[src/design/amr_pkg.sv]
// ----------------------------------------------------------------------------
// Azimuthal mode reconstruction package
// Shared word types, widths, register indexes and the trig table generator.
// ----------------------------------------------------------------------------
package amr_pkg;

    // Field widths of the input and output words.
    localparam int THETA_W         = 7;
    localparam int COEF_W          = 32;
    localparam int TRIG_W          = 16;
    localparam int PROD_W          = COEF_W + TRIG_W;
    localparam int SUM_W           = 52;
    localparam int NUM_FIELD_MODES = 5;
    localparam int NUM_TERMS       = NUM_FIELD_MODES + 1;
    localparam int FRAC_SHIFT      = 15;
    localparam int STAGES          = 7;

    // Configuration port.
    localparam int CFG_IDX_W    = 8;
    localparam int CFG_DATA_W   = 8;
    localparam int MODE_COUNT_W = 3;

    localparam logic [CFG_IDX_W-1:0] REG_MODE_COUNT  = CFG_IDX_W'(0);
    localparam logic [CFG_IDX_W-1:0] REG_IMAG_NEGATE = CFG_IDX_W'(1);

    localparam logic [MODE_COUNT_W-1:0] MODE_COUNT_RESET = MODE_COUNT_W'(1);

    // Rounding offset added before the final shift to Q15.16.
    localparam logic signed [SUM_W-1:0] ROUND_HALF = SUM_W'(16384);

    // Angle pi/2 in Q2.30 and the number of series terms of the sine.
    localparam longint unsigned HALF_PI_Q30  = 64'd1686629713;
    localparam int              SERIES_TERMS = 9;

    // Input word: theta index and the mode coefficients.
    typedef struct packed {
        logic [THETA_W-1:0]       theta_index;
        logic signed [COEF_W-1:0] mode_zero;
        logic signed [COEF_W-1:0] real_one;
        logic signed [COEF_W-1:0] imag_one;
        logic signed [COEF_W-1:0] real_two;
        logic signed [COEF_W-1:0] imag_two;
        logic signed [COEF_W-1:0] real_three;
        logic signed [COEF_W-1:0] imag_three;
        logic signed [COEF_W-1:0] real_four;
        logic signed [COEF_W-1:0] imag_four;
        logic signed [COEF_W-1:0] real_five;
        logic signed [COEF_W-1:0] imag_five;
    } t_in_word;

    // Output word: saturated field value and the clamp flag.
    typedef struct packed {
        logic signed [COEF_W-1:0] field_value;
        logic                     saturated;
    } t_out_word;

    // Restoring division, used only while building constant tables.
    function automatic longint unsigned udiv64(input longint unsigned num,
                                               input longint unsigned den);
        longint unsigned quo;
        longint unsigned rem;
        quo = 64'd0;
        rem = 64'd0;
        for (int i = 63; i >= 0; i--) begin
            rem = {rem[62:0], num[i]};
            if (rem >= den) begin
                rem    = rem - den;
                quo[i] = 1'b1;
            end
        end
        return quo;
    endfunction

    // Sine (cos_sel low) or cosine (cos_sel high) of 2pi*a/p in Q1.15,
    // from a quadrant fold and a nine-term Taylor series in Q2.30.
    function automatic logic signed [TRIG_W-1:0] trig_value(input int unsigned a,
                                                            input int unsigned p,
                                                            input logic cos_sel);
        longint unsigned pl;
        longint unsigned al;
        longint unsigned quad;
        longint unsigned rem;
        longint unsigned num;
        longint unsigned x;
        longint unsigned x2;
        longint unsigned term;
        longint unsigned acc;
        longint unsigned mag;
        longint unsigned den;
        pl   = 64'(p);
        al   = 64'(a);
        quad = udiv64(4 * al, pl);
        rem  = 4 * al - quad * pl;
        quad = (quad + 64'(cos_sel)) & 64'd3;
        num  = quad[0] ? (pl - rem) : rem;
        x    = udiv64(num * HALF_PI_Q30 + (pl >> 1), pl);
        x2   = (x * x) >> 30;
        term = x;
        acc  = x;
        for (int n = 1; n < SERIES_TERMS; n++) begin
            den  = 64'(2 * n) * 64'(2 * n + 1);
            term = udiv64((term * x2) >> 30, den);
            if (n % 2 == 1) begin
                acc = acc - term;
            end else begin
                acc = acc + term;
            end
        end
        mag = (acc + 64'd16384) >> 15;
        if (mag > 64'd32767) begin
            mag = 64'd32767;
        end
        if (quad >= 64'd2) begin
            return TRIG_W'(-mag);
        end
        return TRIG_W'(mag);
    endfunction

endpackage

[src/design/amr_mode_lane.sv]
// ----------------------------------------------------------------------------
// Mode lane
// Multiplies one mode's real and imaginary parts by cosine and sine, then
// adds the two products.
// ----------------------------------------------------------------------------
module amr_mode_lane (
    input  logic                                i_clk,
    input  logic [1:0]                          i_en,
    input  logic signed [amr_pkg::COEF_W-1:0]   i_real,
    input  logic signed [amr_pkg::COEF_W-1:0]   i_imag,
    input  logic signed [amr_pkg::TRIG_W-1:0]   i_cos,
    input  logic signed [amr_pkg::TRIG_W-1:0]   i_sin,
    output logic signed [amr_pkg::SUM_W-1:0]    o_sum
);
    import amr_pkg::*;

    // Product stage: both products are exact in Q.31.
    logic signed [PROD_W-1:0] n_prod_re;
    logic signed [PROD_W-1:0] n_prod_im;
    logic signed [PROD_W-1:0] r_prod_re;
    logic signed [PROD_W-1:0] r_prod_im;

    assign n_prod_re = i_real * i_cos;
    assign n_prod_im = i_imag * i_sin;

    always_ff @(posedge i_clk) begin
        if (i_en[0]) begin
            r_prod_re <= n_prod_re;
            r_prod_im <= n_prod_im;
        end
    end

    // Lane sum stage.
    logic signed [SUM_W-1:0] n_sum;
    logic signed [SUM_W-1:0] r_sum;

    assign n_sum = SUM_W'(r_prod_re) + SUM_W'(r_prod_im);

    always_ff @(posedge i_clk) begin
        if (i_en[1]) begin
            r_sum <= n_sum;
        end
    end

    assign o_sum = r_sum;

endmodule

[config.mk]
export PLATFORM = sky130hd
export DESIGN_NAME = amr_mode_lane
export DESIGN_NICKNAME = d
export VERILOG_FILES = /design/src/design/amr_pkg.sv /design/src/design/amr_mode_lane.sv
export SDC_FILE = /design/constraint.sdc
export NUM_CORES = 2
export LEC_CHECK = 0
export BUFFER_PORTS_ARGS = -buffer_cell sky130_fd_sc_hd__buf_4
export CAP_MARGIN = 20
export CORE_MARGIN = 1.5
export CORE_UTILIZATION = 60
export DETAILED_ROUTE_END_ITERATION = 8
export PLACE_DENSITY = 0.81
export REMOVE_ABC_BUFFERS = 1
export SYNTH_ARGS = -nofsm -noshare
export SYNTH_HDL_FRONTEND = slang
export SYNTH_SLANG_ARGS = --single-unit
[constraint.sdc]
create_clock -name i_clk -period 6.5 [get_ports i_clk]
set_input_delay 0.65 -clock i_clk [delete_from_list [all_inputs] [get_ports i_clk]]
set_output_delay 0.65 -clock i_clk [all_outputs]
set_load 0.01 [all_outputs]
After elaboration in Yosys (flattened, before gate mapping)
Cells that the tools add are included.
{"block": "word_totals", "ff_bits": 148, "latchBits": 0, "ramBits": 0, "rom_bits": 0, "in_bits": 99, "out_inout_bits": 52, "elab_cells": 6, "memories": 0}
{"block": "classes", "n_addsub": 1, "n_mul": 2, "n_div": 0, "n_lt_le_gt_ge": 0, "n_eq_ne": 0, "shift": 0, "n_mux": 0, "n_bitwise": 0, "n_reduce_logical": 0}
{"cell": "multiplier 32 x 16 -> 48 bit", "n": 2}
{"cell": "adder 48 x 48 -> 49 bit", "n": 1}

Depth between registers and ports, before layout
{"block": "depth", "depth_word": 1, "depth_mapped": 27, "ltp_nobuf": 25}

Worst setup path after synthesis
Ideal clock, no wire load.
{"block": "synth_path", "kind": "input to register", "from": "input i_imag[12] (netlist bit)", "to": "register r_prod_im[44], data pin", "setup_time_ns": 0.265, "arrival_time_ns": 6.398, "required_ns": 6.235, "setup_slack_ns": -0.162, "path_stages": 21, "path_cell_list": "clkbuf_1 -> nand2_1 -> fa_1 -> fa_1 -> fa_1 -> inv_1 -> fa_1 -> fa_1 -> inv_1 -> fa_1 -> inv_1 -> ha_1 -> a2111oi_0 -> o21ai_0 -> a22o_4 -> a311oi_4 -> o22ai_2 -> o311ai_2 -> o211a_1 -> o211ai_1 -> xor2_1"}
{"block": "synth_via", "elab_chain_cells": 1}
{"element": "start, declared", "line_no": "amr_mode_lane.sv:10", "rtl": "input logic signed [amr_pkg::COEF_W-1:0] i_imag,"}
{"element": "multiplier 32 x 16 -> 48 bit", "line_no": "amr_mode_lane.sv:24", "rtl": "assign n_prod_im = i_imag * i_sin;"}
{"element": "via n_prod_im[44]", "line_no": "amr_mode_lane.sv:19", "rtl": "logic signed [PROD_W-1:0] n_prod_im;"}
{"element": "end signal, assigned", "line_no": "amr_mode_lane.sv:29", "rtl": "r_prod_im <= n_prod_im;"}
{"element": "end, declared", "line_no": "amr_mode_lane.sv:21", "rtl": "logic signed [PROD_W-1:0] r_prod_im;"}
The timed path passes the listed nets, and every way through them passes these cells.
A chain may end at the register's enable or synchronous reset.

Final worst setup path
{"block": "layout_path", "from": "input i_imag[9] (netlist bit)", "to": "register r_prod_im[44], data pin"}
The elaborated chain is that of the path after synthesis.

==> results.tsv <==
stage	metric	value	unit
timing	Clock Skew	0.007800	ns
place	Final GP Congestion	0.9306	
hold_path	hold path depth	1	
hold_path	Hold Path Sink	r_prod_im[0]	
yosys	count leader, synth	inv_1	
critical_path	Reg2Reg Launch Point	r_prod_re[8]	
critical_path	R2R cell count	11	
yosys	synthesized flop and latch total	145	
timing	Tmin final	6.376	ns
critical_path	startpoint types	input port	
routing	DRC Markers	0	
routing	Routed WL	101700	um
clock_tree	Reg clk slew, reported paths	0.06	ns
yosys	area share of fa/ha/maj cells after synthesis	0.5390	
hold_path	Hold WC Path Type	input port to register	
routing	Antenna Nets Post-Route	0	
yosys	post-synthesis sequential area ratio	0.1023	
clock_tree	worst skew pair latency	0.43	ns
yosys	area leader, netlist	fa_1	
timing	Tcrit/Tclk final	0.9810	
die	die footprint	72520	sq um
yosys	mux cell area share after synthesis	0.0002647	
yosys	Synth top area share	0.4578	
final_layout	Layout Utilization	0.6882	
clock_tree	clk buf depth	2	
final_layout	area grow syn2layout	13.47	%
run_status	status	complete, no violations	
die	# IOs	151	
yosys	Post-Synthesis Cells	4581	
global_routing	Tot GR Track Use	0.2912	
yosys	Post-synth EDFFs	145	
routing	DRT iter0 DRCs	2075	
yosys	Post-synth top cells	inv_1, fa_1, nand2_1, and2_1, ha_1	
yosys	Post-Synth XOR/XNOR Area	0.03047	
place	Placed Cells	5885	
routing	DR WL/cell	17.15	um
die	Vert. Die Dim	269.3	um
clock_tree	TritonCTS clock tree	yes	
routing	vias per inst	5.486	
yosys	Synth Cell Area	42550	sq um
global_routing	grt total ovfl	0	
die	initial core utilization	0.6065	
place	# port buffers	150	
routing	via count	32530	
critical_path	Critical R2R Capture	o_sum[45]	
critical_path	Critical Path RT	6.66	ns
yosys	syn avg cell area	9.288	sq um
yosys	post-synthesis cell type count	73	
final_layout	layout cell share with drive strength beyond 1	0.1355	
timing	Max Freq	0.1568	GHz
critical_path	crit end category	register	
yosys	synth top area cells	fa_1, edfxtp_1, inv_1	
final_layout	final net count	6323	
routing	1st-pass router iterations	6	
timing	slew margin rel.	0.5340	
global_routing	vias in the first global route	35270	
clock_tree	Hold-fix buffers, CTS	0	
global_routing	initial antenna violation count	0	
final_layout	final std cells w/o fill	5929	
timing	Slew Limit Fails	0	
clock_tree	CTS HTree Levels	4	
clock_tree	CTS buffer count	17	
clock_tree	root buffer cell	clkbuf_16	
critical_path	Critical Path Fanout Max	3	
yosys	Synth Area in Compound Gates	0.06481	
die	Rows	97	
timing	Fin. Hold Viols	0	
critical_path	Critical Path AT	6.54	ns
global_routing	first-pass GRT wire length	170000	um
die	Core ar.	70150	sq um
global_routing	maximum number of pins on one net before global-route repair	92	
hold_path	worst min-delay path startpoint	i_en[0]	
timing	Final setup viols	0	
run	Max-Cap Viols	0	
place	Final HPWL DP	86330	um
timing	Slew @ Worst Pin	0.6990	ns
die	Die X	269.3	um
yosys	Synthesis Warnings	0	
clock_tree	clk sinks	145	
yosys	combinational family with the most area after synthesis	adder cells	
yosys	main flop type after synthesis	edfxtp_1	
yosys	Post-synth ARST share	0	
yosys	post-synthesis simple-gate area fraction	0.1471	
critical_path	Crit Path Category	input port to register	
critical_path	R2R Setup Slk	2.60	ns
timing	hold_ws	0.4795	ns
[final cells by class]
| type | count | area [sq um] |
|---|---|---|
| multi-input cells | 3125 | 33610 |
| fillers | 5233 | 21870 |
| flip-flops and latches | 145 | 4354 |
| repair buffers | 568 | 4343 |
| inverters | 1118 | 4197 |
| well taps | 940 | 1176 |
| clock buffers | 19 | 432.9 |
| clock inverters | 13 | 161.4 |
| diodes | 1 | 2.502 |
[cells by family (layout without fill, tap and decap cells)]
family          Yosys count  count (layout)
flops                   145             145
buf+inv                1311            1718
fa+ha+maj              1249            1249
mux                       1               1
compound gates          421             421
simple gates           1306            1306
xor+xnor                148             148
other cells               0               1
[how the worst max path moves through the flow]
stage,start,end,cells past startpoint
after global routing,i_cos[1],r_prod_re[44],25
after CTS,i_sin[4],r_prod_im[42],25
after floorplan,i_cos[15],r_prod_re[46],21
after global placement,i_sin[4],r_prod_im[44],22
after detailed placement,i_imag[12],r_prod_im[47],25
final,i_imag[9],r_prod_im[44],23
[per-stage QoR]
stage,instance area [sq um],setup WS [ns],setup TNS (ns)
after global routing,48280,-0.05270,-0.1770
final,48280,0.1237,0
after global placement,47190,-0.4330,-7.050
after CTS,47830,0.01257,0
after detailed placement,47190,-0.5878,-10.62
after floorplan,41810,-0.09834,-0.2042
[sequential cells by signal, indices dropped and copies added (netlist names)]
register / flops
o_sum: 49
r_prod_im: 48
r_prod_re: 48
[timing repair]
item | 4_1_cts | 5_1_grt
resized for setup | 9 | 80
pin swaps | 2 | 43
setup buffers | 2 | 9
endpoints found under the setup margin | 8 | 27
[metal layers]
metal	global-route usage	vias up	share of wire	wire, um
met5	0	-	0	0
met4	0.1277	0	0.049	5026
met3	0.03153	380	0.060	6120
met2	0.5066	1214	0.51	52310
met1	0.3698	16540	0.38	38230
li1	-	14400	-	-
[cells in the final DEF (no fill, tap or decap), drive strengths merged, types with 32 or more instances in the layout]
master	synthesis	routed
a21o	77	77
a21oi	142	142
and2	413	413
buf	8	568
edfxtp	145	145
fa	973	973
ha	276	276
inv	1117	1119
nand2	625	625
nand3	32	32
nor2	126	126
o21ai	70	70
xnor2	106	106
xor2	42	42
[worst max-delay path, cell delays in order]
cell and delay, ns:
buf_4 0.12, buf_4 0.13, and2_1 0.16, fa_1 0.50, inv_1 0.05, fa_1 0.43
fa_1 0.57, inv_1 0.06, fa_1 0.48, fa_1 0.50, inv_1 0.05, fa_1 0.47
inv_1 0.04, ha_1 0.21, a2111oi_4 0.26, o21ai_1 0.12, a22o_4 0.29, a311oi_4 0.32
o22ai_4 0.15, o311ai_4 0.35, o211a_1 0.26, o211ai_1 0.15, xor2_1 0.21
Power is left out: the tool's default activity adds up to more than one toggle a clock period on the data nets, which glitch-free logic cannot reach.
