<file path="config.mk">
export PLATFORM = sky130hd
export DESIGN_NAME = amr_trig_lookup
export DESIGN_NICKNAME = d
export VERILOG_FILES = /design/src/design/amr_pkg.sv /design/src/design/amr_trig_lookup.sv
export SDC_FILE = /design/constraint.sdc
export NUM_CORES = 2
export LEC_CHECK = 0
export BUFFER_PORTS_ARGS = -buffer_cell sky130_fd_sc_hd__clkbuf_2
export CELL_PAD_IN_SITES_DETAIL_PLACEMENT = 0
export CELL_PAD_IN_SITES_GLOBAL_PLACEMENT = 1
export CORE_MARGIN = 2
export CORE_UTILIZATION = 41
export CTS_BUF_LIST = sky130_fd_sc_hd__clkbuf_8
export DETAILED_ROUTE_END_ITERATION = 10
export GPL_TIMING_DRIVEN = 0
export PLACE_DENSITY = 0.75
export RECOVER_POWER = 100
export SYNTH_ARGS = -nofsm -noshare
export SYNTH_HDL_FRONTEND = slang
export SYNTH_SLANG_ARGS = --single-unit
export TNS_END_PERCENT = 5
</file>
<file path="constraint.sdc">
create_clock -name i_clk -period 9.2 [get_ports i_clk]
set_input_delay 0.46 -clock i_clk [delete_from_list [all_inputs] [get_ports i_clk]]
set_output_delay 0.46 -clock i_clk [all_outputs]
set_load 0.02 [all_outputs]
</file>
<file path="src/design/amr_pkg.sv">
// ----------------------------------------------------------------------------
// Azimuthal mode reconstruction package
// Shared word types, widths, register indexes and the trig table generator.
// ----------------------------------------------------------------------------
package amr_pkg;

    // Field widths of the input and output words.
    localparam int THETA_W         = 7;
    localparam int COEF_W          = 32;
    localparam int TRIG_W          = 16;
    localparam int PROD_W          = COEF_W + TRIG_W;
    localparam int SUM_W           = 52;
    localparam int NUM_FIELD_MODES = 5;
    localparam int NUM_TERMS       = NUM_FIELD_MODES + 1;
    localparam int FRAC_SHIFT      = 15;
    localparam int STAGES          = 7;

    // Configuration port.
    localparam int CFG_IDX_W    = 8;
    localparam int CFG_DATA_W   = 8;
    localparam int MODE_COUNT_W = 3;

    localparam logic [CFG_IDX_W-1:0] REG_MODE_COUNT  = CFG_IDX_W'(0);
    localparam logic [CFG_IDX_W-1:0] REG_IMAG_NEGATE = CFG_IDX_W'(1);

    localparam logic [MODE_COUNT_W-1:0] MODE_COUNT_RESET = MODE_COUNT_W'(1);

    // Rounding offset added before the final shift to Q15.16.
    localparam logic signed [SUM_W-1:0] ROUND_HALF = SUM_W'(16384);

    // Angle pi/2 in Q2.30 and the number of series terms of the sine.
    localparam longint unsigned HALF_PI_Q30  = 64'd1686629713;
    localparam int              SERIES_TERMS = 9;

    // Input word: theta index and the mode coefficients.
    typedef struct packed {
        logic [THETA_W-1:0]       theta_index;
        logic signed [COEF_W-1:0] mode_zero;
        logic signed [COEF_W-1:0] real_one;
        logic signed [COEF_W-1:0] imag_one;
        logic signed [COEF_W-1:0] real_two;
        logic signed [COEF_W-1:0] imag_two;
        logic signed [COEF_W-1:0] real_three;
        logic signed [COEF_W-1:0] imag_three;
        logic signed [COEF_W-1:0] real_four;
        logic signed [COEF_W-1:0] imag_four;
        logic signed [COEF_W-1:0] real_five;
        logic signed [COEF_W-1:0] imag_five;
    } t_in_word;

    // Output word: saturated field value and the clamp flag.
    typedef struct packed {
        logic signed [COEF_W-1:0] field_value;
        logic                     saturated;
    } t_out_word;

    // Restoring division, used only while building constant tables.
    function automatic longint unsigned udiv64(input longint unsigned num,
                                               input longint unsigned den);
        longint unsigned quo;
        longint unsigned rem;
        quo = 64'd0;
        rem = 64'd0;
        for (int i = 63; i >= 0; i--) begin
            rem = {rem[62:0], num[i]};
            if (rem >= den) begin
                rem    = rem - den;
                quo[i] = 1'b1;
            end
        end
        return quo;
    endfunction

    // Sine (cos_sel low) or cosine (cos_sel high) of 2pi*a/p in Q1.15,
    // from a quadrant fold and a nine-term Taylor series in Q2.30.
    function automatic logic signed [TRIG_W-1:0] trig_value(input int unsigned a,
                                                            input int unsigned p,
                                                            input logic cos_sel);
        longint unsigned pl;
        longint unsigned al;
        longint unsigned quad;
        longint unsigned rem;
        longint unsigned num;
        longint unsigned x;
        longint unsigned x2;
        longint unsigned term;
        longint unsigned acc;
        longint unsigned mag;
        longint unsigned den;
        pl   = 64'(p);
        al   = 64'(a);
        quad = udiv64(4 * al, pl);
        rem  = 4 * al - quad * pl;
        quad = (quad + 64'(cos_sel)) & 64'd3;
        num  = quad[0] ? (pl - rem) : rem;
        x    = udiv64(num * HALF_PI_Q30 + (pl >> 1), pl);
        x2   = (x * x) >> 30;
        term = x;
        acc  = x;
        for (int n = 1; n < SERIES_TERMS; n++) begin
            den  = 64'(2 * n) * 64'(2 * n + 1);
            term = udiv64((term * x2) >> 30, den);
            if (n % 2 == 1) begin
                acc = acc - term;
            end else begin
                acc = acc + term;
            end
        end
        mag = (acc + 64'd16384) >> 15;
        if (mag > 64'd32767) begin
            mag = 64'd32767;
        end
        if (quad >= 64'd2) begin
            return TRIG_W'(-mag);
        end
        return TRIG_W'(mag);
    endfunction

endpackage

</file>
<file path="src/design/amr_trig_lookup.sv">
// ----------------------------------------------------------------------------
// Trig lookup stages
// Stage one forms the table address of every mode, stage two reads the sine
// and cosine tables and applies the mode mask and the imaginary sign.
// ----------------------------------------------------------------------------
module amr_trig_lookup #(
    parameter int THETA_NODES = 100,
    parameter int MAX_MODES   = 5
) (
    input  logic                                 i_clk,
    input  logic [1:0]                           i_en,
    input  amr_pkg::t_in_word                    i_word,
    input  logic [MAX_MODES-1:0]                 i_mode_en,
    input  logic                                 i_imag_negate,
    output amr_pkg::t_in_word                    o_word,
    output logic signed [amr_pkg::TRIG_W-1:0]    o_cos [MAX_MODES],
    output logic signed [amr_pkg::TRIG_W-1:0]    o_sin [MAX_MODES]
);
    import amr_pkg::*;

    localparam int P         = THETA_NODES - 1;
    localparam int AW        = (P > 1) ? $clog2(P) : 1;
    localparam int IDX_DEPTH = 2 ** THETA_W;
    localparam logic [AW:0] P_EXT = (AW + 1)'(P);

    // Constant tables: index reduced modulo P, and sine and cosine per address.
    logic [AW-1:0]              w_mod_tab [IDX_DEPTH];
    logic signed [TRIG_W-1:0]   w_sin_tab [P];
    logic signed [TRIG_W-1:0]   w_cos_tab [P];

    for (genvar g = 0; g < IDX_DEPTH; g++) begin : g_mod_tab
        localparam int MOD_V = g % P;
        assign w_mod_tab[g] = AW'(MOD_V);
    end

    for (genvar g = 0; g < P; g++) begin : g_trig_tab
        localparam logic signed [TRIG_W-1:0] SIN_V = trig_value(g, P, 1'b0);
        localparam logic signed [TRIG_W-1:0] COS_V = trig_value(g, P, 1'b1);
        assign w_sin_tab[g] = SIN_V;
        assign w_cos_tab[g] = COS_V;
    end

    // Addresses of modes two and up follow from the mode one address by
    // a modular add.
    logic [AW-1:0] n_addr [MAX_MODES];
    logic [AW:0]   w_addr_sum [MAX_MODES];

    always_comb begin
        n_addr[0]     = w_mod_tab[i_word.theta_index];
        w_addr_sum[0] = {1'b0, n_addr[0]};
        for (int k = 1; k < MAX_MODES; k++) begin
            w_addr_sum[k] = {1'b0, n_addr[k-1]} + {1'b0, n_addr[0]};
            if (w_addr_sum[k] >= P_EXT) begin
                n_addr[k] = AW'(w_addr_sum[k] - P_EXT);
            end else begin
                n_addr[k] = AW'(w_addr_sum[k]);
            end
        end
    end

    logic [AW-1:0] r_addr [MAX_MODES];
    t_in_word      r_word1;

    always_ff @(posedge i_clk) begin
        if (i_en[0]) begin
            r_word1 <= i_word;
            r_addr  <= n_addr;
        end
    end

    // Table read; unused modes read as zero and the imaginary sign is folded
    // into the sine.
    logic signed [TRIG_W-1:0] n_cos [MAX_MODES];
    logic signed [TRIG_W-1:0] n_sin [MAX_MODES];

    always_comb begin
        for (int k = 0; k < MAX_MODES; k++) begin
            if (i_mode_en[k]) begin
                n_cos[k] = w_cos_tab[r_addr[k]];
                n_sin[k] = i_imag_negate ? -w_sin_tab[r_addr[k]] : w_sin_tab[r_addr[k]];
            end else begin
                n_cos[k] = '0;
                n_sin[k] = '0;
            end
        end
    end

    logic signed [TRIG_W-1:0] r_cos [MAX_MODES];
    logic signed [TRIG_W-1:0] r_sin [MAX_MODES];
    t_in_word                 r_word2;

    always_ff @(posedge i_clk) begin
        if (i_en[1]) begin
            r_word2 <= r_word1;
            r_cos   <= n_cos;
            r_sin   <= n_sin;
        end
    end

    assign o_word = r_word2;
    assign o_cos  = r_cos;
    assign o_sin  = r_sin;

endmodule

</file>
Word-level counts from Yosys, hierarchy flattened
Memory sizes are Yosys's and may differ from the RTL's. A register that Yosys moved wholly into a read port is not among the register bits. Cells that the tools add are included.

Bitwise logic cells: 6. Equal/unequal tests: 0. Shifts and indexed selects: 0. $mul: 0. $lt $le $gt $ge: 10. Divide/modulo/power cells: 0. Multiplexer cells: 21. Reductions and logical operators: 5. $add $sub $neg: 13.

Operators by type and width (number): two-way mux 16 bit (15); negation 16 bit (5); greater-or-equal comparator 8 bit (second input constant) (6); NOT 7 -> 8 bit (6); two-way mux 7 bit (6); adder 7 x 7 -> 8 bit (4); greater-or-equal comparator 8 x 7 -> 1 bit (second input constant) (4); subtractor 7 bit (second input constant) (4); logical NOT 1 bit (5).

Word-level logic and storage cells: 100. Memory bits (writable): 0. Register bits after elaboration: 833. Memory bits (read-only): 21376. Bits in latches: 0. Bits of input ports: 368. Output and inout bits: 519. Memories kept: 11.

Memories: (no name shown) (depth 128, width 16, rd ports 1, clocked after Yosys merged registers in 1, write ports 0, RTL line amr_trig_lookup.sv:79) `n_cos[k] = w_cos_tab[r_addr[k]];`; (no name shown) (depth 128, width 16, rd ports 1, clocked after Yosys merged registers in 0, write ports 0, RTL line amr_trig_lookup.sv:80) `n_sin[k] = i_imag_negate ? -w_sin_tab[r_addr[k]] : w_sin_tab[r_addr[k]];`; (no name shown) (depth 128, width 16, rd ports 1, clocked after Yosys merged registers in 1, write ports 0, RTL line amr_trig_lookup.sv:79); (no name shown) (depth 128, width 16, rd ports 1, clocked after Yosys merged registers in 0, write ports 0, RTL line amr_trig_lookup.sv:80); (no name shown) (depth 128, width 16, rd ports 1, clocked after Yosys merged registers in 1, write ports 0, RTL line amr_trig_lookup.sv:79); (no name shown) (depth 128, width 16, rd ports 1, clocked after Yosys merged registers in 0, write ports 0, RTL line amr_trig_lookup.sv:80); +5 memories.

Depth between registers and ports, before layout
Depth after elaboration: 16. Mapped depth: 45.

Least setup slack after synthesis
OpenSTA, ideal clock, no wires.

Path kind: input-to-reg. Start point: input i_word[355] (netlist name). End point: register r_addr[2] (netlist name) (data pin). Cell stages on the path: 43. Buffers on the path: 1. Path slack: 0.089 ns. Arrival: 8.942 ns. Library setup time: 0.170 ns. Path through: buf_6 -> or4_4 -> a31oi_4 -> inv_4 -> or3_1 -> inv_1 -> o22ai_1 -> o211ai_1 -> nand2_1 -> ha_1 -> a21o_1 -> or2_2 -> a211oi_2 -> or4_4 -> or2_2 -> nor3_1 -> nor2_1 -> xnor2_1 -> [... 7 more ...] -> nor2_1 -> nor4_1 -> nor4_2 -> o31a_1 -> xnor2_1 -> ha_1 -> inv_1 -> fa_1 -> nor2b_1 -> o21ai_0 -> nand2_1 -> xnor2_1 -> xnor2_1 -> a21boi_0 -> o21bai_1 -> a221oi_4 -> mux2_4 -> nor4_2.

RTL lines: start, declared (RTL line amr_trig_lookup.sv:12) `input amr_pkg::t_in_word i_word,`; end signal, assigned (RTL line amr_trig_lookup.sv:67) `r_addr <= n_addr;`; end, declared (RTL line amr_trig_lookup.sv:61) `logic [AW-1:0] r_addr [MAX_MODES];`.

==> impl_summary.txt <==
----------------------------------------------------
[STA]
  Relative slew slack ... -3.51
  Ratio of final minimum period to clock period ... 0.966
  Setup slack after layout ... 312 ps
  Highest clock rate ... 113 MHz
  Pins over their slew limit ... 734
  Tmin final ... 8890 ps
  Worst clock skew ... 78.5 ps
  Worst-case hold slack ... 61.3 ps
  Slew of the pin with the lowest slew margin ... 6770 ps
  Endpoints failing setup ... 0
  Final number of hold-violating endpoints ... 0

[Logic synthesis]
  Warnings from Yosys ... 0
  Mean cell area of the mapped netlist ... 10.7 um^2
  Library cell with the largest summed area after synthesis ... edfxtp_1
  Syn Nets ... 5,409
  Number of flops mapped to enable cells by yosys ... 912
  Area of the mapped netlist ... 0.0511 mm^2
  Number of library cell types mapped by synthesis ... 97
  Most used flip-flop cell after synthesis ... edfxtp_1
  Fraction of post-synthesis cell area in the top cell type by area ... 0.536
  Synth area leaders ... edfxtp_1, ha_1, a21oi_1
  Sequential fraction of the synthesis area ... 0.536
  Share of async-settable or async-resettable flops after synthesis ... 0
  Number of instances in the synthesized netlist ... 4,775
  Register bit total from synthesis ... 912

[Worst hold path]
  Min-Delay Startpoint ... i_mode_en[1]
  Path category of the worst min-delay check ... in -> reg

[Critical path]
  Sort of element at the start of the critical path ... input pin
  Largest fanout of any net on the critical path ... 10
  Library cell contributing the largest single delay on the critical path ... or4_4
  Required time of the critical path ... 9920 ps
  Peak per-stage delay on the critical path ... 570 ps
  Crit path arrival time ... 9610 ps
  Kind of end point of the critical path ... flip-flop
  Bufs and invs on worst path ... 4
  Cell family with most CP delay ... simple AND/OR/NAND/NOR gates
  Startpoint of the worst register-to-register path ... r_addr[28]
  Critical path startpoint ... i_word[355]
  Start-to-end type of the worst setup path ... in -> reg

[Clock tree]
  Worst skew pair latency ... 950 ps
  Register clock-pin slew on the reported worst setup and hold paths ... 60 ps
  Root buffer selected by CTS ... clkbuf_8
  Num Clock Sinks ... 912
  Worst-case clock buffer depth ... 3
  TritonCTS clock tree ... done
  H-tree Lvls ... 4
  Number of buffers created by CTS ... 151

[Job]
  Maximum Capacitance Violations ... 10

[Finish]
  Fraction of final layout cells sized beyond drive strength 1 ... 0.186
  Area of all placed cells without fillers ... 0.0644 mm^2
  Post-route non-filler standard cell count ... 7,989
  Synthesis-to-layout area growth ... 26.2%
  Fill count ... 11.1k
  Multi-input combinational cell area ... 0.0219 mm^2
  # nets final ... 6,836
  Area occupied by registers ... 0.0274 mm^2

[Drt]
  Iteration-0 DRC count of the detailed router ... 8,324
  Average vias per placed instance ... 6.52
  DRC violations left ... 0
  Wire length after detailed routing ... 293,000 um
  Count of antenna-violating nets left after detailed routing ... 0
  DR WL/cell ... 36.6 um
  Routed vias ... 52.1k
  Detailed-routing iteration count for the pre-antenna-repair pass ... 8

[Floorplanning]
  Floorplan die area ... 0.127 mm^2
  Die extent in x ... 357 um
  Std cell rows ... 129
  Die extent in y ... 357 um
  Area inside the core boundary ... 0.124 mm^2
  Count of pins on the block boundary ... 887
  Initial cell density of the core ... 0.413

[Placed design]
  Port Buf Inserts ... 885
  Worst slack at placement ... -1870 ps
  Cell area after placement ... 0.0578 mm^2
  Final HPWL from detailed placement ... 212,000 um
  Placed cell count ... 7,306
  Last weighted congestion value of the routability-driven placer ... 1.06

[Power]
  Static Leakage ... 24.9 nW
  Power consumption ... 22.3 mW
  Peak supply drop ... 0.000380 V
  Power density normalized to cell area ... 346 mW/mm^2

[Global route]
  Pin count of the biggest net entering global routing ... 118
  Initial antenna violation count ... 52
  Via count of the first global-routing pass ... 49.4k
  Remaining Overflow, GRT ... 0
  Combined global-route utilization of all metal layers ... 0.441
  First-pass GRT wire length ... 393,000 um

[Status]
  Status ... finished, violations left
  Violations in the final reports ... max-capacitance violations, max-slew violations

----------------------------------------------------
-- worst register-to-register path: cells and delay by family (launching register included) --
| family | cells | cell delay (ps) |
|---|---|---|
| AO/OA/AOI/OAI | 6 | 1890 |
| XOR/XNOR | 1 | 130 |
| adder cells (fa/ha/maj) | 1 | 560 |
| buffers and inverters | 5 | 2400 |
| flip-flops | 1 | 1200 |
| AND/OR/NAND/NOR | 6 | 1790 |
-- repair_timing --
action,in CTS,in global routing
buffers inserted,4,13
endpoints found under the hold margin,365,1
pin swaps,3,14
hold buffers,361,1
resized for setup,9,34
setup endpoints to repair,7,7
-- sequential cells by signal, indices dropped and copies added (netlist names) --
name	flops
o_cos	80
o_sin	80
o_word	359
r_addr	34
r_word1	359
-- metrics by stage --
step | utilization | TNS (ps)
after global placement | 0.465 | -702480
after global routing | 0.521 | -155
after CTS | 0.521 | 0
after floorplan | - | 0
after detailed placement | 0.467 | -11750
final | 0.521 | 0
-- final timing paths --
| path | end | slack (ps) | cells past startpoint |
|---|---|---|---|
| setup / recovery | r_addr[2] | 310 | 41 |
| hold / removal | o_sin[53] | 60 | 2 |
| setup reg to reg | o_sin[63] | 1050 | 19 |
| hold reg to reg | o_word[36] | 360 | 0 |
-- cell usage after synthesis, types with 50 or more instances --
cell      count
nand2_1     412
o22ai_1      67
a31oi_1      85
inv_1       117
a21oi_1     409
and2_1       64
clkbuf_1    279
nand3_1      73
nand2b_1     60
ha_1        240
xnor2_1      50
o211ai_1     53
o21ai_0     384
a211oi_1    121
nor3_1      146
buf_1        91
nor2_1      496
edfxtp_1    912
-- cell families after synthesis --
| kind of cell | after synthesis | synth area share |
|---|---|---|
| buf+inv | 499 | 0.0369 |
| simple gates | 1421 | 0.127 |
| mux | 84 | 0.0270 |
| fa+ha+maj | 266 | 0.0690 |
| flops | 912 | 0.536 |
| compound gates | 1512 | 0.190 |
| xor+xnor | 81 | 0.0140 |
-- per-layer routing --
layer  vias up  global-route usage  part of all wire  routed length [um]
li1      20900                   -                 -                   -
met1     25300               0.530              0.35              102000
met2      4694               0.667              0.44              127000
met3      1201               0.145              0.13               36600
met4        34               0.317             0.089               26200
met5         -                   0           0.00076                 223
-- cells in the final DEF (no fill, tap or decap), types with 47 or more instances in the layout --
master         Yosys  layout
nand3_1           73      73
edfxtp_1         912     912
and2_1            64      63
buf_1             91      90
o211ai_1          53      53
o22ai_1           67      67
dlygate4sd3_1      0     362
a21oi_1          409     408
clkbuf_2           1     808
o21ai_0          384     381
nand2_1          412     412
a31oi_1           85      85
nor3_1           146     144
ha_1             240     237
xnor2_1           50      47
clkbuf_1         279     358
clkbuf_8           0     151
nor2_1           496     493
nand2b_1          60      60
a211oi_1         121     121
inv_1            117     157
-- cell type report --
class / count / area share
well taps: 1637 / 0.0318
clock buffers: 151 / 0.0323
flip-flops and latches: 912 / 0.425
diodes: 40 / 0.00155
plain buffers: 373 / 0.0221
multi-input cells: 3364 / 0.340
repair buffers: 1274 / 0.127
inverters: 126 / 0.00742
clock inverters: 112 / 0.0122
-- power by group --
part	switching (mW)	internal [mW]
registers	0.439	5.29
clock network	1.94	1.65
logic	8.98	3.99
(Power assumes the default switching activity.)
