[src/design/amr_pkg.sv]
// ----------------------------------------------------------------------------
// Azimuthal mode reconstruction package
// Shared word types, widths, register indexes and the trig table generator.
// ----------------------------------------------------------------------------
package amr_pkg;

    // Field widths of the input and output words.
    localparam int THETA_W         = 7;
    localparam int COEF_W          = 32;
    localparam int TRIG_W          = 16;
    localparam int PROD_W          = COEF_W + TRIG_W;
    localparam int SUM_W           = 52;
    localparam int NUM_FIELD_MODES = 5;
    localparam int NUM_TERMS       = NUM_FIELD_MODES + 1;
    localparam int FRAC_SHIFT      = 15;
    localparam int STAGES          = 7;

    // Configuration port.
    localparam int CFG_IDX_W    = 8;
    localparam int CFG_DATA_W   = 8;
    localparam int MODE_COUNT_W = 3;

    localparam logic [CFG_IDX_W-1:0] REG_MODE_COUNT  = CFG_IDX_W'(0);
    localparam logic [CFG_IDX_W-1:0] REG_IMAG_NEGATE = CFG_IDX_W'(1);

    localparam logic [MODE_COUNT_W-1:0] MODE_COUNT_RESET = MODE_COUNT_W'(1);

    // Rounding offset added before the final shift to Q15.16.
    localparam logic signed [SUM_W-1:0] ROUND_HALF = SUM_W'(16384);

    // Angle pi/2 in Q2.30 and the number of series terms of the sine.
    localparam longint unsigned HALF_PI_Q30  = 64'd1686629713;
    localparam int              SERIES_TERMS = 9;

    // Input word: theta index and the mode coefficients.
    typedef struct packed {
        logic [THETA_W-1:0]       theta_index;
        logic signed [COEF_W-1:0] mode_zero;
        logic signed [COEF_W-1:0] real_one;
        logic signed [COEF_W-1:0] imag_one;
        logic signed [COEF_W-1:0] real_two;
        logic signed [COEF_W-1:0] imag_two;
        logic signed [COEF_W-1:0] real_three;
        logic signed [COEF_W-1:0] imag_three;
        logic signed [COEF_W-1:0] real_four;
        logic signed [COEF_W-1:0] imag_four;
        logic signed [COEF_W-1:0] real_five;
        logic signed [COEF_W-1:0] imag_five;
    } t_in_word;

    // Output word: saturated field value and the clamp flag.
    typedef struct packed {
        logic signed [COEF_W-1:0] field_value;
        logic                     saturated;
    } t_out_word;

    // Restoring division, used only while building constant tables.
    function automatic longint unsigned udiv64(input longint unsigned num,
                                               input longint unsigned den);
        longint unsigned quo;
        longint unsigned rem;
        quo = 64'd0;
        rem = 64'd0;
        for (int i = 63; i >= 0; i--) begin
            rem = {rem[62:0], num[i]};
            if (rem >= den) begin
                rem    = rem - den;
                quo[i] = 1'b1;
            end
        end
        return quo;
    endfunction

    // Sine (cos_sel low) or cosine (cos_sel high) of 2pi*a/p in Q1.15,
    // from a quadrant fold and a nine-term Taylor series in Q2.30.
    function automatic logic signed [TRIG_W-1:0] trig_value(input int unsigned a,
                                                            input int unsigned p,
                                                            input logic cos_sel);
        longint unsigned pl;
        longint unsigned al;
        longint unsigned quad;
        longint unsigned rem;
        longint unsigned num;
        longint unsigned x;
        longint unsigned x2;
        longint unsigned term;
        longint unsigned acc;
        longint unsigned mag;
        longint unsigned den;
        pl   = 64'(p);
        al   = 64'(a);
        quad = udiv64(4 * al, pl);
        rem  = 4 * al - quad * pl;
        quad = (quad + 64'(cos_sel)) & 64'd3;
        num  = quad[0] ? (pl - rem) : rem;
        x    = udiv64(num * HALF_PI_Q30 + (pl >> 1), pl);
        x2   = (x * x) >> 30;
        term = x;
        acc  = x;
        for (int n = 1; n < SERIES_TERMS; n++) begin
            den  = 64'(2 * n) * 64'(2 * n + 1);
            term = udiv64((term * x2) >> 30, den);
            if (n % 2 == 1) begin
                acc = acc - term;
            end else begin
                acc = acc + term;
            end
        end
        mag = (acc + 64'd16384) >> 15;
        if (mag > 64'd32767) begin
            mag = 64'd32767;
        end
        if (quad >= 64'd2) begin
            return TRIG_W'(-mag);
        end
        return TRIG_W'(mag);
    endfunction

endpackage

[src/design/amr_sum_sat.sv]
// ----------------------------------------------------------------------------
// Sum and saturate
// Adds mode zero and the lane sums over two stages, rounds to Q15.16 and
// clamps to 32 bits in the output register.
// ----------------------------------------------------------------------------
module amr_sum_sat (
    input  logic                              i_clk,
    input  logic [2:0]                        i_en,
    input  logic signed [amr_pkg::SUM_W-1:0]  i_terms [amr_pkg::NUM_TERMS],
    output amr_pkg::t_out_word                o_word
);
    import amr_pkg::*;

    localparam int NUM_PAIRS = NUM_TERMS / 2;
    localparam int SHIFT_W   = SUM_W - FRAC_SHIFT;

    localparam logic signed [SHIFT_W-1:0] SAT_MAX = {{(SHIFT_W - COEF_W + 1){1'b0}},
                                                     {(COEF_W - 1){1'b1}}};
    localparam logic signed [SHIFT_W-1:0] SAT_MIN = {{(SHIFT_W - COEF_W + 1){1'b1}},
                                                     {(COEF_W - 1){1'b0}}};

    // First adder level: pairs of terms.
    logic signed [SUM_W-1:0] n_pair [NUM_PAIRS];
    logic signed [SUM_W-1:0] r_pair [NUM_PAIRS];

    always_comb begin
        for (int k = 0; k < NUM_PAIRS; k++) begin
            n_pair[k] = i_terms[2*k] + i_terms[2*k+1];
        end
    end

    always_ff @(posedge i_clk) begin
        if (i_en[0]) begin
            r_pair <= n_pair;
        end
    end

    // Second level: total plus the rounding offset.
    logic signed [SUM_W-1:0] n_acc;
    logic signed [SUM_W-1:0] r_acc;

    always_comb begin
        n_acc = ROUND_HALF;
        for (int k = 0; k < NUM_PAIRS; k++) begin
            n_acc = n_acc + r_pair[k];
        end
    end

    always_ff @(posedge i_clk) begin
        if (i_en[1]) begin
            r_acc <= n_acc;
        end
    end

    // Floor shift to Q15.16 and clamp.
    logic signed [SHIFT_W-1:0] w_shift;
    t_out_word                 n_out;
    t_out_word                 r_out;

    assign w_shift = SHIFT_W'(r_acc >>> FRAC_SHIFT);

    always_comb begin
        if (w_shift > SAT_MAX) begin
            n_out.field_value = COEF_W'(SAT_MAX);
            n_out.saturated   = 1'b1;
        end else if (w_shift < SAT_MIN) begin
            n_out.field_value = COEF_W'(SAT_MIN);
            n_out.saturated   = 1'b1;
        end else begin
            n_out.field_value = COEF_W'(w_shift);
            n_out.saturated   = 1'b0;
        end
    end

    always_ff @(posedge i_clk) begin
        if (i_en[2]) begin
            r_out <= n_out;
        end
    end

    assign o_word = r_out;

endmodule

[config.mk]
export PLATFORM = sky130hd
export DESIGN_NAME = amr_sum_sat
export DESIGN_NICKNAME = d
export VERILOG_FILES = /design/src/design/amr_pkg.sv /design/src/design/amr_sum_sat.sv
export SDC_FILE = /design/constraint.sdc
export NUM_CORES = 1
export LEC_CHECK = 0
export BUFFER_PORTS_ARGS = -buffer_cell sky130_fd_sc_hd__buf_2
export CAP_MARGIN = 30
export CORE_ASPECT_RATIO = 1.1
export CORE_UTILIZATION = 58
export CTS_CLUSTER_DIAMETER = 120
export DETAILED_ROUTE_END_ITERATION = 10
export GPL_TIMING_DRIVEN = 0
export HOLD_SLACK_MARGIN = 0.05
export PLACE_DENSITY_LB_ADDON = 0.15
export SYNTH_ARGS = -nofsm -noshare
export SYNTH_HDL_FRONTEND = slang
export SYNTH_SLANG_ARGS = --single-unit
[constraint.sdc]
create_clock -name i_clk -period 4.9 [get_ports i_clk]
set_input_delay 0.98 -clock i_clk [delete_from_list [all_inputs] [get_ports i_clk]]
set_output_delay 0.98 -clock i_clk [all_outputs]
set_load 0.02 [all_outputs]
### Yosys cells after proc, flatten, opt, wreduce, memory -nomap -nowiden

Index checks and enable logic that the tools add are counted.
Widths: inputs -> output; s select.

| storage, ports and cells | value |
|---|---|
| bits in registers | 241 |
| input port bits | 316 |
| output and inout bits | 33 |
| word-level logic and storage cells | 15 |

| cells by class | value |
|---|---|
| add/subtract/negate cells | 6 |
| magnitude comparators | 2 |
| muxes and demuxes | 1 |

Operator list:

| kind | count |
|---|---|
| $add 52x52->52 | 5 |
| $add 16x52->52 const A | 1 |
| $gt 37x32->1 const B | 1 |
| $lt 37x32->1 const B | 1 |
| $mux 33 | 1 |

### Longest topological paths before layout

Gate-level depths: netlist (run 1).

| logic depth | value |
|---|---|
| word-level depth | 3 |
| depth in mapped cells | 15 |
| gate-level depth less buffers | 14 |

### Worst setup path after synthesis (run 1)

Ideal clock, no wire load.

| timing path | value |
|---|---|
| kind | input -> register |
| start point | input i_terms[104] (netlist name) |
| end point | register r_pair[98] (netlist name) (data pin) |
| setup time | 263 ps |
| data arrival time | 3409 ps |
| data required time | 4637 ps |
| path slack | 1228 ps |
| stages | 12 |
| path buffers | 0 |
| cells stage by stage | ha_1 > inv_1 > fa_1 > nand2b_1 > a211o_1 > a21oi_1 > a21oi_1 > o31ai_1 > a31oi_1 > o211ai_1 > a21boi_0 > xnor2_1 |

RTL lines:

| item | RTL line | source |
|---|---|---|
| start: declaration | amr_sum_sat.sv:9 | `input logic signed [amr_pkg::SUM_W-1:0] i_terms [amr_pkg::NUM_TERMS],` |
| end signal: assignment | amr_sum_sat.sv:34 | `r_pair <= n_pair;` |
| end: declaration | amr_sum_sat.sv:24 | `logic signed [SUM_W-1:0] r_pair [NUM_PAIRS];` |

### Worst setup path after layout (run 1)

| timing path | value |
|---|---|
| start point | register r_pair[13] (netlist name) |
| end point | register r_acc[51] (data pin) |

| on the way | value |
|---|---|
| longest elaborated chain between the ends | 1 |

RTL lines:

| item | RTL line | source |
|---|---|---|
| $add 52x52->52 | amr_sum_sat.sv:45 | `n_acc = n_acc + r_pair[k];` |
| net n_acc[51] | amr_sum_sat.sv:39 | `logic signed [SUM_W-1:0] n_acc;` |
| end signal: assignment | amr_sum_sat.sv:51 | `r_acc <= n_acc;` |
| end: declaration | amr_sum_sat.sv:40 | `logic signed [SUM_W-1:0] r_acc;` |

The timed path passes the listed nets, and every way through them passes these cells.
A chain may end at the register's enable or synchronous reset.

==> run_results.csv, run 1 <==
group,metric,value,unit
drt,ant_nets,0,
grt,grt_pass1_vias,17200,
worst_setup_path,critPathMaxFanout,5,
logic_synthesis,syn_inst,2144,
clock_tree,worstSkewPairLatency,540,ps
timing,hold_viol,0,
die,fp.dieW,181,um
cells_and_area,seqCellArea,6790,um2
logic_synthesis,muxShareOfSynthArea,0.0977,%
grt,grt_max_degree,95,
logic_synthesis,netlist_top_cells_area,"edfxtp_1 33%, ha_1 15%, a21o_1 6.3%, fa_1 5.2%, a21oi_1 4.3%",
worst_setup_path,reg2reg_slack,440,ps
timing,period_share,91.1,%
clock_tree,clockBufferDepth,3,
logic_synthesis,synthXorXnorAreaFrac,7.27,%
cells_and_area,synthToLayoutAreaGrowth,15.2,%
logic_synthesis,synth_fa_ha_area_share,20.5,%
die,chipHeight,199,um
logic_synthesis,synth_area,20500,um2
timing,worstMarginPinSlew,790,ps
logic_synthesis,avgSynthCellArea,9.55,um2
die,core,34500,um2
placement,dpl_worst_slack,377,ps
drt,drc,0,
drt,via_count,17800,
die,initial_core_util,59.4,%
worst_setup_path,worstReg2RegEnd,"r_acc[51]",
die,rows,71,
logic_synthesis,synth_top_family_by_area,"compound AO/OA/AOI/OAI gates",
logic_synthesis,ys.flop_type,"edfxtp_1",
logic_synthesis,synth_edf_count,226,
cells_and_area,drive_gt1_share,16.7,%
timing,finalSetupViolCount,0,
grt,grt-ovfl-total,0,
min_path,whs_endpoint,"o_word[31]",
cells_and_area,layout.nets,3139,
clock_tree,cts_inserted_buffers,24,
timing,slew_viol_final,0,
power_and_ir_drop,power_leakage,11.3,nW
logic_synthesis,synth_compound_area_share,22.7,%
cells_and_area,instances_no_fill,2974,
logic_synthesis,ys_warn_count,0,
grt,grt_pass1_wl,88.7,mm
logic_synthesis,yosysSeqAreaShare,33.1,%
timing,fin_ws,438,ps
cells_and_area,fin_util,68.4,%
run_status,outcome,"completed",
power_and_ir_drop,ir_drop,0.323,mV
logic_synthesis,ys_seq_elements,226,
power_and_ir_drop,powerDensity,453,nW/um2
timing,fmax,0.224,GHz
clock_tree,cts.htree.levels,1,
worst_setup_path,crit_path_end_kind,"flop",
grt,antenna_found_initial,0,
clock_tree,holdBufCountCts,0,
timing,whs,520,ps
cells_and_area,n_fill_cell,2736,
logic_synthesis,yosys.area_share.simple,10.7,%
worst_setup_path,crit_arrival,4740,ps
clock_tree,cts.repair.resized,0,
worst_setup_path,r2r_start,"r_pair[13]",
clock_tree,ctsRootBufferMaster,"clkbuf_16",
logic_synthesis,post-synth-top-count-cell,"ha_1",
drt,routed_wl,56.6,mm
worst_setup_path,crit_type,"flop to flop",
logic_synthesis,synth_cell_types,79,
die,io_pins,349,
drt,wire_per_inst,19.0,um
clock_tree,clk_pin_slew_worst_paths,60,ps
placement,dp_hpwl,46.8,mm
logic_synthesis,yosysTopAreaCellShare,33.1,%
logic_synthesis,synthArstFlopShare,0,%
min_path,whs_path_depth,1,
cells_and_area,multi_input_area,12600,um2
clock_tree,cts_sinks,226,
clock_tree,cts_setup_buffers,0,
timing,maxSlewHeadroom,47.3,%
timing,grt_setup_unrepaired,"false",
cells_and_area,antennaDiodeCount,0,
timing,layout_min_cycle_time,4460,ps
drt,drtIter0Drc,1477,
min_path,hp-start,"r_acc[45]",
placement,gp_congestion,0.965,
worst_setup_path,cp.required,5180,ps
logic_synthesis,synth_commonest_cells,"251 x ha_1, 228 x inv_1, 226 x edfxtp_1, 176 x a21oi_1, 173 x a21o_1",
timing,finalClockSkew,16.7,ps
worst_setup_path,r2r_cells,14,
drt,via_per_inst,6.00,
worst_setup_path,worstSetupStartpointType,"flop",
logic_synthesis,synth_nets,2764,
die,dieArea,36100,um2
timing,setup_tns,0,ps
min_path,holdCritPathClass,"flop to flop",
placement,io_buffers,348,
grt,track_usage,31.4,%
drt,dr.pass1.iters,5,
logic_synthesis,synth_top_cell_by_area,"edfxtp_1",
clock_tree,cts_tree,"done",
placement,place_inst,2931,
run,maxCapViolCount,0,
-- worst max path at each step --
stage / start / endpoint / slack (ps) / cells after the start
after floorplan: i_terms[104] / r_pair[98] / 1230 / 12
after global placement: i_terms[104] / r_pair[98] / 380 / 13
after detailed placement: i_terms[104] / r_pair[98] / 380 / 13
after CTS: r_pair[13] / r_acc[51] / 440 / 14
after global routing: r_pair[13] / r_acc[51] / 260 / 14
final: r_pair[13] / r_acc[51] / 440 / 14
-- per-stage QoR --
step	area, um2	power (mW)
4_1_cts	23600	10.6
5_1_grt	23600	11.5
3_3_place_gp	22800	8.59
3_5_place_dp	22800	8.76
6_report	23600	10.7
2_1_floorplan	20500	7.27
-- logic make-up after synthesis --
kind of cell    after synthesis
flops                       226
fa+ha+maj                   304
compound gates              696
buf+inv                     292
mux                           2
simple gates                454
xor+xnor                    170
-- flip-flops by register name (all words and copies together), names as in the netlist --
name and count:
r_pair 156, o_word 33, r_acc 37
-- cell usage in the layout (no fill, tap or decap), drive strengths merged, types with 21 or more instances in the layout --
master / count
buf: 355
ha: 251
inv: 229
edfxtp: 226
a21o: 177
a21oi: 176
nand2: 119
o21ai: 116
nor2: 113
xnor2: 97
clkbuf: 82
xor2: 73
fa: 53
nand3: 48
nand4: 44
nor3: 39
a211oi: 32
o21a: 31
o21bai: 26
o31ai: 21
-- per-layer routing --
metal / track usage, % / wire (um) / part of all wire, % / up-vias
met4: 8.47 / 1260 / 2.2 / 0
met2: 52.2 / 25800 / 46 / 793
met3: 3.41 / 4170 / 7.4 / 78
met1: 43.7 / 25300 / 45 / 8377
met5: 0 / 0 / 0 / -
li1: - / - / - / 8597
-- final cells by class --
cell class                      instances  share of cell area (%)
Sequential cell                       226                    28.8
Clock inverter                         16                   0.631
Clock buffer                           27                    2.68
Buffer                                 64                    1.23
Tap cell                              438                    2.32
Timing Repair Buffer                  349                    7.53
Inverter                              228                    3.63
Multi-Input combinational cell       1626                    53.2
-- where the power goes --
part,internal [mW],total (mW),switching [mW],leakage (nW)
clock,1.04,1.81,0.767,0.380
sequential,2.97,3.16,0.188,2.20
combinational,2.35,5.72,3.37,8.69
total,6.37,10.7,4.32,11.3
-- critical path: stages (launching register included) --
cell and delay [ps]:
edfxtp_1 330, inv_1 70, fa_1 410, inv_1 80
fa_1 460, ha_1 360, a21oi_1 220, o21ai_0 230
a211o_1 310, a21oi_1 140, o221ai_1 190, a21oi_1 520
o21ai_1 310, a21o_1 230, a311o_1 350
(Power assumes the default switching activity.)
==> inputs of run 2 (changes only) <==
--- a/config.mk
+++ b/config.mk
@@ -5,10 +5,11 @@
 export SDC_FILE = /design/constraint.sdc
 export NUM_CORES = 1
 export LEC_CHECK = 0
+export ABC_AREA = 1
 export BUFFER_PORTS_ARGS = -buffer_cell sky130_fd_sc_hd__buf_2
 export CAP_MARGIN = 30
 export CORE_ASPECT_RATIO = 1.1
-export CORE_UTILIZATION = 58
+export CORE_UTILIZATION = 60
 export CTS_CLUSTER_DIAMETER = 120
 export DETAILED_ROUTE_END_ITERATION = 10
 export GPL_TIMING_DRIVEN = 0
==> run_results.csv, run 2 <==
group,metric,value,unit
drt,drc,0,
timing,setup_tns,0,ps
clock_tree,clk_pin_slew_worst_paths,70,ps
cells_and_area,layout.nets,4766,
timing,hold_viol,0,
timing,maxSlewHeadroom,40.9,%
worst_setup_path,critPathMaxFanout,4,
logic_synthesis,synthArstFlopShare,0,%
drt,via_per_inst,5.60,
grt,grt_max_degree,90,
die,core,41400,um2
die,initial_core_util,61.2,%
cells_and_area,n_fill_cell,3692,
drt,dr.pass1.iters,6,
clock_tree,worstSkewPairLatency,570,ps
placement,gp_congestion,1.06,
drt,routed_wl,88.8,mm
cells_and_area,mostFrequentLayoutCell,"nand2_1",
power_and_ir_drop,powerDensity,437,nW/um2
clock_tree,cts_tree,"done",
placement,io_buffers,348,
worst_setup_path,cp.required,5220,ps
grt,track_usage,40.8,%
worst_setup_path,crit_path_end_kind,"flop",
clock_tree,cts_inserted_buffers,25,
run,maxCapViolCount,0,
placement,dp_hpwl,76.5,mm
grt,grt_pass1_wl,132,mm
logic_synthesis,avgSynthCellArea,6.71,um2
power_and_ir_drop,power_leakage,15.3,nW
logic_synthesis,synth_fa_ha_area_share,16.6,%
logic_synthesis,ys.flop_type,"edfxtp_1",
logic_synthesis,synth_commonest_cells,"1231 x nand2_1, 703 x inv_1, 355 x nor2_1, 251 x ha_1, 248 x a21oi_1",
clock_tree,cts.htree.levels,1,
logic_synthesis,synth_edf_count,226,
die,io_pins,349,
logic_synthesis,syn_inst,3770,
placement,place_inst,4679,
cells_and_area,largest_reg_flops,156,
drt,wl_met1,35.0,mm
cells_and_area,antennaDiodeCount,0,
clock_tree,ctsRootBufferMaster,"clkbuf_16",
logic_synthesis,yosysSeqAreaShare,26.8,%
clock_tree,cts.repair.resized,0,
cells_and_area,multi_input_area,15900,um2
logic_synthesis,yosysTopAreaCellShare,26.8,%
clock_tree,clockBufferDepth,3,
run_status,outcome,"completed",
grt,antenna_found_initial,1,
logic_synthesis,ys_warn_count,0,
die,rows,78,
cells_and_area,instances_no_fill,4724,
cells_and_area,synthToLayoutAreaGrowth,13.2,%
logic_synthesis,yosys.area_share.simple,32.4,%
die,chipHeight,217,um
timing,finalClockSkew,30.9,ps
drt,wire_per_inst,18.8,um
logic_synthesis,synth_area,25300,um2
timing,period_share,70.5,%
cells_and_area,largest-register,"r_pair",
logic_synthesis,synthXorXnorAreaFrac,4.01,%
drt,maxUsedRoutingLayer,"met5",
drt,drtIter0Drc,2750,
die,fp.dieW,198,um
logic_synthesis,post-synth-top-count-cell,"nand2_1",
power_and_ir_drop,power,12.5,mW
timing,worstMarginPinSlew,887,ps
clock_tree,holdBufCountCts,0,
grt,grt-ovfl-total,0,
timing,layout_min_cycle_time,3450,ps
drt,met3_length,8.53,mm
cells_and_area,drive_gt1_share,11.7,%
clock_tree,cts_sinks,226,
logic_synthesis,synth_top_family_by_area,"simple AND/OR/NAND/NOR gates",
drt,wl_met2,39.3,mm
drt,ant_nets,0,
cells_and_area,seqCellArea,6790,um2
logic_synthesis,synth_nets,4390,
grt,grt_pass1_vias,24300,
min_path,holdCritPathClass,"flop to flop",
drt,via_count,26500,
clock_tree,cts_setup_buffers,0,
logic_synthesis,netlist_top_cells_area,"edfxtp_1 27%, nand2_1 18%, ha_1 12%, inv_1 10%, nor2_1 5.3%",
worst_setup_path,worstSetupStartpointType,"flop",
logic_synthesis,synth_compound_area_share,9.67,%
timing,grt_setup_unrepaired,"false",
die,dieArea,43000,um2
worst_setup_path,crit_type,"flop to flop",
cells_and_area,layout_common_cells,"1231 x nand2_1, 703 x inv_1, 355 x nor2_1",
timing,slew_viol_final,0,
logic_synthesis,muxShareOfSynthArea,0,%
power_and_ir_drop,ir_drop,0.330,mV
worst_setup_path,crit_arrival,3770,ps
logic_synthesis,ys_seq_elements,226,
logic_synthesis,synth_top_cell_by_area,"edfxtp_1",
timing,finalSetupViolCount,0,
logic_synthesis,synth_cell_types,38,
timing,fmax,0.290,GHz
[run 2: path summary, 6_finish.rpt]
| kind | depth (start not counted) | from | slack, ps | end |
|---|---|---|---|---|
| max | 14 | r_pair[56] | 1450 | r_acc[45] |
| min | 2 | r_acc[15] | 510 | o_word[1] |
| max reg2reg | 14 | r_pair[56] | 1450 | r_acc[45] |
| min reg2reg | 2 | r_acc[15] | 510 | o_word[1] |
[run 2: logic make-up (layout without fill, tap and decap cells)]
family                     count (synthesis)  count (layout)
xor gates and xnor gates                 116             116
buffers and inverters                    712            1106
and+or+nand+nor                         1956            1956
AOI/OAI and AO/OA                        456             456
adders and majority gates                304             304
DFF                                      226             226
[run 2: cell type report]
type | instances | area share [%]
timing repair buffer | 349 | 6.20
clock buffer | 29 | 2.24
tap | 560 | 2.45
sequential | 226 | 23.7
buffer | 7 | 0.0917
inverter | 705 | 9.24
clock inverter | 16 | 0.751
multi-input combinational | 2832 | 55.4
[run 2: per-stage QoR]
stage / area [um2] / hold WS, ps / setup slack [ps] / util [%]
floorplan: 25300 / 496 / 2240 / -
global placement: 27800 / 499 / 1030 / 67.1
detailed placement: 27800 / 506 / 1430 / 67.2
CTS: 28600 / 520 / 1580 / 69.2
global route: 28600 / 540 / 1290 / 69.2
finish: 28600 / 511 / 1450 / 69.2
[run 2: worst max-delay path, cell delays in order (launching register included)]
cell and delay (ps):
edfxtp_1 570, inv_1 130, fa_1 540, inv_1 50
ha_1 280, ha_1 350, nand2_1 70, nand2_1 100
inv_1 60, o21ai_0 120, inv_1 70, o21ai_0 480
nand2_1 190, nand4_1 110, nand2_1 70
[run 2: routing by layer]
| layer | up-vias | GRT usage (%) |
|---|---|---|
| met4 | 2 | 24.2 |
| met1 | 12000 | 51.0 |
| met2 | 1414 | 65.6 |
| met3 | 248 | 7.53 |
| li1 | 12800 | - |
| met5 | - | 0 |
[run 2: power by group]
part	switching [mW]	internal, mW	total, mW	leakage, nW
Sequential	0.254	2.93	3.19	2.20
Combinational	4.95	2.36	7.32	12.7
Clock	0.850	1.17	2.02	0.421
